[config.mk]
export PLATFORM = sky130hd
export DESIGN_NAME = ordered_queue_remove_by_key
export DESIGN_NICKNAME = d
export VERILOG_FILES = /design/src/design/oqrk_pkg.sv /design/src/design/oqrk_ram.sv /design/src/design/ordered_queue_remove_by_key.sv
export SDC_FILE = /design/constraint.sdc
export NUM_CORES = 1
export LEC_CHECK = 0
export BUFFER_PORTS_ARGS = -buffer_cell sky130_fd_sc_hd__buf_2
export CAP_MARGIN = 20
export CORE_MARGIN = 8
export CORE_UTILIZATION = 56
export DETAILED_ROUTE_END_ITERATION = 10
export GPL_TIMING_DRIVEN = 0
export PLACE_DENSITY = 0.8
export SLEW_MARGIN = 20
export SYNTH_ARGS = -nofsm -noshare
export SYNTH_HDL_FRONTEND = slang
export SYNTH_HIERARCHICAL = 1
export SYNTH_SLANG_ARGS = --single-unit
[constraint.sdc]
create_clock -name clk -period 4.8 [get_ports clk]
set_clock_uncertainty 0.15 [all_clocks]
set_input_delay 0.48 -clock clk [delete_from_list [all_inputs] [get_ports clk]]
set_output_delay 0.48 -clock clk [all_outputs]
set_load 0.01 [all_outputs]
[src/design/oqrk_pkg.sv]
package oqrk_pkg;

  // Field widths
  localparam int OP_W     = 2;
  localparam int KEY_W    = 32;
  localparam int STATUS_W = 2;

  // Packed stream widths, filled up to whole bytes
  localparam int S_FIELDS_W = OP_W + KEY_W;
  localparam int M_FIELDS_W = STATUS_W + KEY_W;
  localparam int S_TDATA_W  = ((S_FIELDS_W + 7) / 8) * 8;
  localparam int M_TDATA_W  = ((M_FIELDS_W + 7) / 8) * 8;

  typedef logic [OP_W-1:0]     opcode_t;
  typedef logic [KEY_W-1:0]    key_t;
  typedef logic [STATUS_W-1:0] status_t;

  // Operation codes
  localparam opcode_t OP_PUSH   = 2'd0;
  localparam opcode_t OP_REMOVE = 2'd1;
  localparam opcode_t OP_READ   = 2'd2;

  // Result status codes
  localparam status_t ST_OK        = 2'd0;
  localparam status_t ST_NOT_FOUND = 2'd1;
  localparam status_t ST_FULL      = 2'd2;
  localparam status_t ST_EMPTY     = 2'd3;

endpackage

[src/design/oqrk_ram.sv]
module oqrk_ram #(
  parameter int WIDTH = 32,
  parameter int DEPTH = 16,
  localparam int AW = (DEPTH > 1) ? $clog2(DEPTH) : 1
) (
  input  logic             clk,
  input  logic             wr_en,
  input  logic [AW-1:0]    wr_addr,
  input  logic [WIDTH-1:0] wr_data,
  input  logic             rd_en,
  input  logic [AW-1:0]    rd_addr,
  output logic [WIDTH-1:0] rd_data
);

  logic [WIDTH-1:0] mem [DEPTH];

  // Write port
  always_ff @(posedge clk) begin
    if (wr_en) begin
      mem[wr_addr] <= wr_data;
    end
  end

  // Registered read, held while rd_en is low
  always_ff @(posedge clk) begin
    if (rd_en) begin
      rd_data <= mem[rd_addr];
    end
  end

endmodule

[src/design/ordered_queue_remove_by_key.sv]
// Channel  Dir  tdata (low bit first)           tuser  tlast
// s_*      in   opcode[1:0], key[33:2], zeros   -      -
// m_*      out  status[1:0], entry[33:2], zeros -      last result of the item
//
// Push: accepted and written to the tail in the same cycle, result from the RESULT state.
// Remove: one memory read per cycle over the live entries;
//   entries behind the match are written back one place toward the head as
//   they stream past the read port.
// Readout: one result per cycle while m_tready holds high, set by the single
//   read port of the entry memory; a stalled output holds the read data.
// Reset clears the entry count and the handshake state; the entry memory
//   needs no clearing pass.
module ordered_queue_remove_by_key #(
  parameter int DEPTH = 16
) (
  input  logic                           clk,
  input  logic                           rst,
  input  logic                           s_tvalid,
  output logic                           s_tready,
  input  logic [oqrk_pkg::S_TDATA_W-1:0] s_tdata,  // opcode, key, zero fill
  output logic                           m_tvalid,
  input  logic                           m_tready,
  output logic [oqrk_pkg::M_TDATA_W-1:0] m_tdata,  // status, entry, zero fill
  output logic                           m_tlast
);

  localparam int AW = (DEPTH > 1) ? $clog2(DEPTH) : 1;
  localparam int CW = $clog2(DEPTH + 1);

  typedef enum logic [1:0] {
    IDLE,
    SCAN,
    DUMP,
    RESULT
  } state_t;

  state_t                state;
  logic [CW-1:0]         cnt;
  logic [CW-1:0]         rd_ptr;
  logic                  data_valid;
  logic [AW-1:0]         data_idx;
  logic                  found;
  oqrk_pkg::key_t        key_q;
  oqrk_pkg::status_t     res_status;
  oqrk_pkg::status_t     m_status;
  oqrk_pkg::key_t        m_entry;

  logic                  ram_wr_en;
  logic [AW-1:0]         ram_wr_addr;
  oqrk_pkg::key_t        ram_wr_data;
  logic                  ram_rd_en;
  logic [AW-1:0]         ram_rd_addr;
  oqrk_pkg::key_t        ram_rd_data;

  oqrk_pkg::opcode_t     s_op;
  oqrk_pkg::key_t        s_key;
  logic                  in_acc;
  logic                  out_free;
  logic                  full;
  logic                  rd_more;
  logic                  last_idx;
  logic                  match;
  logic                  consume;
  logic                  out_load;

  // Unpack input beat
  assign s_op  = s_tdata[oqrk_pkg::OP_W-1:0];
  assign s_key = s_tdata[oqrk_pkg::S_FIELDS_W-1:oqrk_pkg::OP_W];

  assign s_tready = (state == IDLE);
  assign in_acc   = s_tvalid && s_tready;
  assign out_free = !m_tvalid || m_tready;
  assign full     = (cnt == CW'(DEPTH));
  assign rd_more  = (rd_ptr < cnt);
  assign last_idx = (CW'(data_idx) == cnt - CW'(1));
  assign match    = (ram_rd_data == key_q);
  assign consume  = (state == DUMP) && data_valid && out_free;
  assign out_load = consume || ((state == RESULT) && out_free);

  // Read port: stream in scan, pace with the output in readout
  assign ram_rd_addr = rd_ptr[AW-1:0];
  always_comb begin
    case (state)
      SCAN:    ram_rd_en = rd_more;
      DUMP:    ram_rd_en = rd_more && (!data_valid || out_free);
      default: ram_rd_en = 1'b0;
    endcase
  end

  // Write port: append on push, close the gap behind a match
  always_comb begin
    ram_wr_en   = 1'b0;
    ram_wr_addr = cnt[AW-1:0];
    ram_wr_data = s_key;
    if (in_acc && s_op == oqrk_pkg::OP_PUSH && !full) begin
      ram_wr_en = 1'b1;
    end else if (state == SCAN && data_valid && found) begin
      ram_wr_en   = 1'b1;
      ram_wr_addr = data_idx - AW'(1);
      ram_wr_data = ram_rd_data;
    end
  end

  oqrk_ram #(
    .WIDTH (oqrk_pkg::KEY_W),
    .DEPTH (DEPTH)
  ) u_entries (
    .clk     (clk),
    .wr_en   (ram_wr_en),
    .wr_addr (ram_wr_addr),
    .wr_data (ram_wr_data),
    .rd_en   (ram_rd_en),
    .rd_addr (ram_rd_addr),
    .rd_data (ram_rd_data)
  );

  // Sequencer and output register
  always_ff @(posedge clk) begin
    if (rst) begin
      state      <= IDLE;
      cnt        <= '0;
      data_valid <= 1'b0;
      m_tvalid   <= 1'b0;
    end else begin
      if (out_load) begin
        m_tvalid <= 1'b1;
      end else if (m_tready) begin
        m_tvalid <= 1'b0;
      end
      unique case (state)
        IDLE: begin
          if (in_acc) begin
            key_q      <= s_key;
            rd_ptr     <= '0;
            data_valid <= 1'b0;
            found      <= 1'b0;
            case (s_op)
              oqrk_pkg::OP_PUSH: begin
                if (full) begin
                  res_status <= oqrk_pkg::ST_FULL;
                end else begin
                  cnt        <= cnt + CW'(1);
                  res_status <= oqrk_pkg::ST_OK;
                end
                state <= RESULT;
              end
              oqrk_pkg::OP_REMOVE: begin
                if (cnt == '0) begin
                  res_status <= oqrk_pkg::ST_NOT_FOUND;
                  state      <= RESULT;
                end else begin
                  state <= SCAN;
                end
              end
              oqrk_pkg::OP_READ: begin
                if (cnt == '0) begin
                  res_status <= oqrk_pkg::ST_EMPTY;
                  state      <= RESULT;
                end else begin
                  state <= DUMP;
                end
              end
              default: ;
            endcase
          end
        end
        SCAN: begin
          data_valid <= ram_rd_en;
          if (ram_rd_en) begin
            rd_ptr   <= rd_ptr + CW'(1);
            data_idx <= ram_rd_addr;
          end
          if (data_valid) begin
            if (!found && match) begin
              found <= 1'b1;
            end
            if (last_idx) begin
              state <= RESULT;
              if (found || match) begin
                cnt        <= cnt - CW'(1);
                res_status <= oqrk_pkg::ST_OK;
              end else begin
                res_status <= oqrk_pkg::ST_NOT_FOUND;
              end
            end
          end
        end
        DUMP: begin
          data_valid <= ram_rd_en || (data_valid && !out_free);
          if (ram_rd_en) begin
            rd_ptr   <= rd_ptr + CW'(1);
            data_idx <= ram_rd_addr;
          end
          if (consume) begin
            m_status <= oqrk_pkg::ST_OK;
            m_entry  <= ram_rd_data;
            m_tlast  <= last_idx;
            if (last_idx) begin
              state <= IDLE;
            end
          end
        end
        RESULT: begin
          if (out_free) begin
            m_status <= res_status;
            m_entry  <= '0;
            m_tlast  <= 1'b1;
            state    <= IDLE;
          end
        end
        default: state <= IDLE;
      endcase
    end
  end

  // Pack output beat
  assign m_tdata = {{(oqrk_pkg::M_TDATA_W - oqrk_pkg::M_FIELDS_W){1'b0}}, m_entry, m_status};

  // Checks
  a_cnt_bound: assert property (@(posedge clk) disable iff (rst)
    cnt <= CW'(DEPTH))
    else $error("entry count above depth");

  a_cnt_step: assert property (@(posedge clk) disable iff (rst)
    (!$past(rst) && cnt != $past(cnt)) |->
      (cnt == $past(cnt) + CW'(1) || cnt == $past(cnt) - CW'(1)))
    else $error("entry count moved by more than one");

  a_dump_no_write: assert property (@(posedge clk) disable iff (rst)
    (state == DUMP) |-> !ram_wr_en)
    else $error("entry memory written during readout");

  a_idx_live: assert property (@(posedge clk) disable iff (rst)
    (data_valid && (state == SCAN || state == DUMP)) |-> (CW'(data_idx) < cnt))
    else $error("read data index beyond live entries");

endmodule

==> load_flow_metrics.sql <==
INSERT INTO impl_metrics (metric_group, metric, value, unit) VALUES
('status', 'run_status', 'finished, final reports clean', ''),
('global_route', 'number_of_antenna_violations_at_the_first_check_in_global_routing', '0', ''),
('pwr', 'leakagePower', '9.38', 'nW'),
('drt', 'post-route-drc-count', '0', ''),
('global_route', 'grt_first_pass_wirelength', '89.5', 'mm'),
('pwr', 'clock_power_share', '0.352', ''),
('global_route', 'grt_pass1_vias', '13500', ''),
('clock_network', 'num_cts_buffers', '60', ''),
('synthesis', 'most_frequently_used_cell_type_in_the_post_synthesis_netlist', 'edfxtp_1', ''),
('clock_network', 'clock_latency_reported_for_the_late_side_of_the_worst_skew_pair', '0.62', 'ns'),
('global_route', 'grt.overflow.total', '0', ''),
('hold_path', 'holdCritPathClass', 'primary input to flop', ''),
('synthesis', 'portion_of_synthesized_cell_area_occupied_by_the_leading_cell_type', '0.756', ''),
('drt', 'totalWireLength', '61.2', 'mm'),
('clock_network', 'cts_root_buf', 'clkbuf_16', ''),
('drt', 'drt-pass1-iter-count', '5', ''),
('cells_and_area', 'utilization', '0.658', ''),
('clock_network', 'clock_sinks', '632', ''),
('critical_path', 'crit_path_end_kind', 'flop', ''),
('global_route', 'pin_count_of_the_biggest_net_entering_global_routing', '20', ''),
('timing', 'max_freq', '217', 'MHz'),
('place', 'place.gp.congestion', '0.810', ''),
('synthesis', 'netlist_instances', '1202', ''),
('critical_path', 'cp_top_family', 'simple AND/OR/NAND/NOR gates', ''),
('floorplanning', 'core_footprint', '43900', 'um2'),
('drt', 'postRouteAntennaNets', '0', ''),
('hold_path', 'hold_path_depth', '4', ''),
('timing', 'finalSetupViolCount', '0', ''),
('synthesis', 'synth.top_cells.by_area', 'edfxtp_1, mux4_2, a22oi_1', ''),
('timing', 'finalHoldViolations', '0', ''),
('cells_and_area', 'fin_nets', '1476', ''),
('cells_and_area', 'areaGrowthSynthToFinish', '16.8', '%'),
('timing', 'rsz_0062_raised_after_global_routing', 'no', ''),
('critical_path', 'critical_path.most_common_cell', 'nand2b_1', ''),
('clock_network', 'cts_tree', 'done', ''),
('drt', 'via_per_inst', '6.39', ''),
('critical_path', 'setup.worst_path.class', 'flop to flop', ''),
('pwr', 'peak_supply_drop', '0.349', 'mV'),
('critical_path', 'r2r-end', 'u_entries/mem[1][13]', ''),
('synthesis', 'synthArstFlopShare', '0', ''),
('hold_path', 'min-delay-start', 'm_tready', ''),
('critical_path', 'startpoint_type', 'flop', ''),
('critical_path', 'worst-endpoint-required', '4.96', 'ns'),
('pwr', 'internal_power', '9.83', 'mW'),
('synthesis', 'netlist-cell-type-count', '49', ''),
('global_route', 'groute.usage.overall', '0.242', ''),
('synthesis', 'synth-seq-area-share', '0.763', ''),
('timing', 'final_count_of_pins_violating_max_slew', '0', ''),
('drt', 'drt_first_iter_violations', '1868', ''),
('clock_network', 'h_tree_levels', '2', ''),
('clock_network', 'clk_path_buf_depth', '3', ''),
('synthesis', 'synth-edff-count', '623', ''),
('pwr', 'power.combinational.fraction', '0.165', ''),
('synthesis', 'ys_dominant_reg_cell', 'edfxtp_1', ''),
('synthesis', 'synth.yosys.warnings', '6', ''),
('timing', 'worstMarginPinSlew', '1.09', 'ns'),
('floorplanning', 'die-height', '226', 'um'),
('floorplanning', 'ioPinCount', '87', ''),
('cells_and_area', 'num-fill-cells', '2725', ''),
('drt', 'wl_per_cell', '29.7', 'um'),
('pwr', 'total_power_divided_by_cell_area', '457', 'nW/um2'),
('critical_path', 'cp_max_fo', '18', ''),
('critical_path', 'worst_reg2reg_startpoint', 'cnt[0]', ''),
('clock_network', 'cts_post_setup_buffers_inserted', '0', ''),
('synthesis', 'yosys.area.top_type', 'edfxtp_1', ''),
('place', 'buffer_ports.inserted', '74', ''),
('synthesis', 'avgSynthCellArea', '20.6', 'um2'),
('timing', 'max_slew_headroom_at_the_worst_pin', '0.273', ''),
('cells_and_area', 'n_diodes', '0', ''),
('clock_network', 'clk_pin_slew', '0.06', 'ns'),
('drt', 'total_vias_in_the_final_route', '13100', '');
## area by class of cell
cell class              instances  area, um2  share of cell area
clock inverters                36        340              0.0118
well taps                     592        741              0.0256
inverters                      15       56.3             0.00195
clock buffers                  76       1580              0.0548
plain buffers                  61        317              0.0110
repair buffers                146       1340              0.0462
multi-input cells             499       5640               0.195
flip-flops and latches        632      18900               0.654
## worst reg2reg max path, cell delays in order (launching register included)
cell	delay (ns)
dfxtp_1	0.48
inv_1	0.10
ha_1	0.29
nand4bb_1	0.19
nand4_1	0.22
nand2b_1	0.29
clkbuf_1	0.51
nand2_1	0.14
o21ai_1	0.43
nand2b_1	0.46
nor2_4	0.76
buf_16	0.26
## kinds of logic after synthesis
family          Yosys count  share of synthesized area
compound gates          108                     0.0312
flops                   632                      0.763
buf+inv                  76                     0.0151
other cells               1                   0.000152
xor+xnor                 43                     0.0152
simple gates            162                     0.0342
fa+ha+maj                17                    0.00859
mux                     163                      0.132
## per-layer routing
metal	GRT usage	wire (um)	share of wire	vias to the layer above
li1	-	-	-	5355
met1	0.311	21800	0.36	6719
met2	0.391	29600	0.48	905
met3	0.0618	7070	0.12	156
met4	0.109	2750	0.045	0
met5	0	0	0	-
## flip-flops by register name, indices dropped and copies added (netlist names)
signal / cells
state: 2
u_entries/rd_data: 32
res_status: 2
key_q: 32
rd_ptr: 5
m_tlast: 1
found: 1
u_entries/mem: 512
data_idx: 4
m_tvalid: 1
cnt: 5
m_entry: 32
data_valid: 1
m_status: 2
## timing repair
| action | CTS | global route |
|---|---|---|
| gates resized for setup | 0 | 0 |
| hold buffers | 33 | 0 |
| hold endpoints to repair | 34 | 0 |
## power groups by stage
stage	logic, mW	clock network (mW)	registers [mW]
after CTS	2.15	4.71	6.38
after floorplan	1.43	0	6.46
after global routing	2.30	4.92	6.39
final	2.17	4.65	6.38
after global placement	1.98	0	6.49
after detailed placement	2.10	0	6.49
## cells in the final DEF, fill, tap and decap left out, types with 4 or more instances in the layout
master         Yosys  routed
nor3_2             0       4
conb_1             1       6
dfxtp_1            9       9
nor3_1             9       4
clkinv_2           0      15
buf_1             11      11
o31ai_1            4       4
nor2_4             0      13
clkbuf_16          0      61
mux4_2           128     128
bufinv_16          0       6
buf_6              2       7
and2_1             8       8
inv_1             15      14
buf_12             0       7
a21oi_1           14      14
buf_16             0      11
xnor2_1           37      37
o21ai_0            6       4
xor2_1             6       6
clkinv_1           0       9
buf_4             18      32
nand3_1            5       5
a211oi_1           6       6
nor2_1            25      12
buf_2              4      78
clkbuf_1          26      41
edfxtp_1         623     623
mux2_2            32      32
a22oi_1           64      64
ha_1              17      17
nand2_1           43      43
dlygate4sd3_1      0      33
nor2b_1           38      38
nand2b_1           6       6
nand4_1            9       9
## through the flow
step                std cells  power (mW)  worst slack (ns)  instance area (um2)  hold WS, ns
finish                   2057        13.2             0.191                28900        0.174
floorplan                1207        7.89            0.0877                24800        0.327
global placement         1873        8.47             -3.08                25900        0.357
CTS                      2057        13.2             0.131                28900        0.163
global route             2057        13.6            0.0204                28900        0.235
detailed placement       1912        8.59             0.178                26600        0.371
## worst max-delay path by stage
stage                                       to  slack, ns  cells after the start
after detailed placement  u_entries/mem[1][16]       0.18                     10
after global placement    u_entries/mem[8][17]      -3.08                     10
after global routing       u_entries/mem[1][5]       0.02                     11
after CTS                 u_entries/mem[1][11]       0.13                     10
final                     u_entries/mem[1][13]       0.19                     11
after floorplan           u_entries/mem[12][0]       0.09                     10
Power figures use the tool's default switching activity.
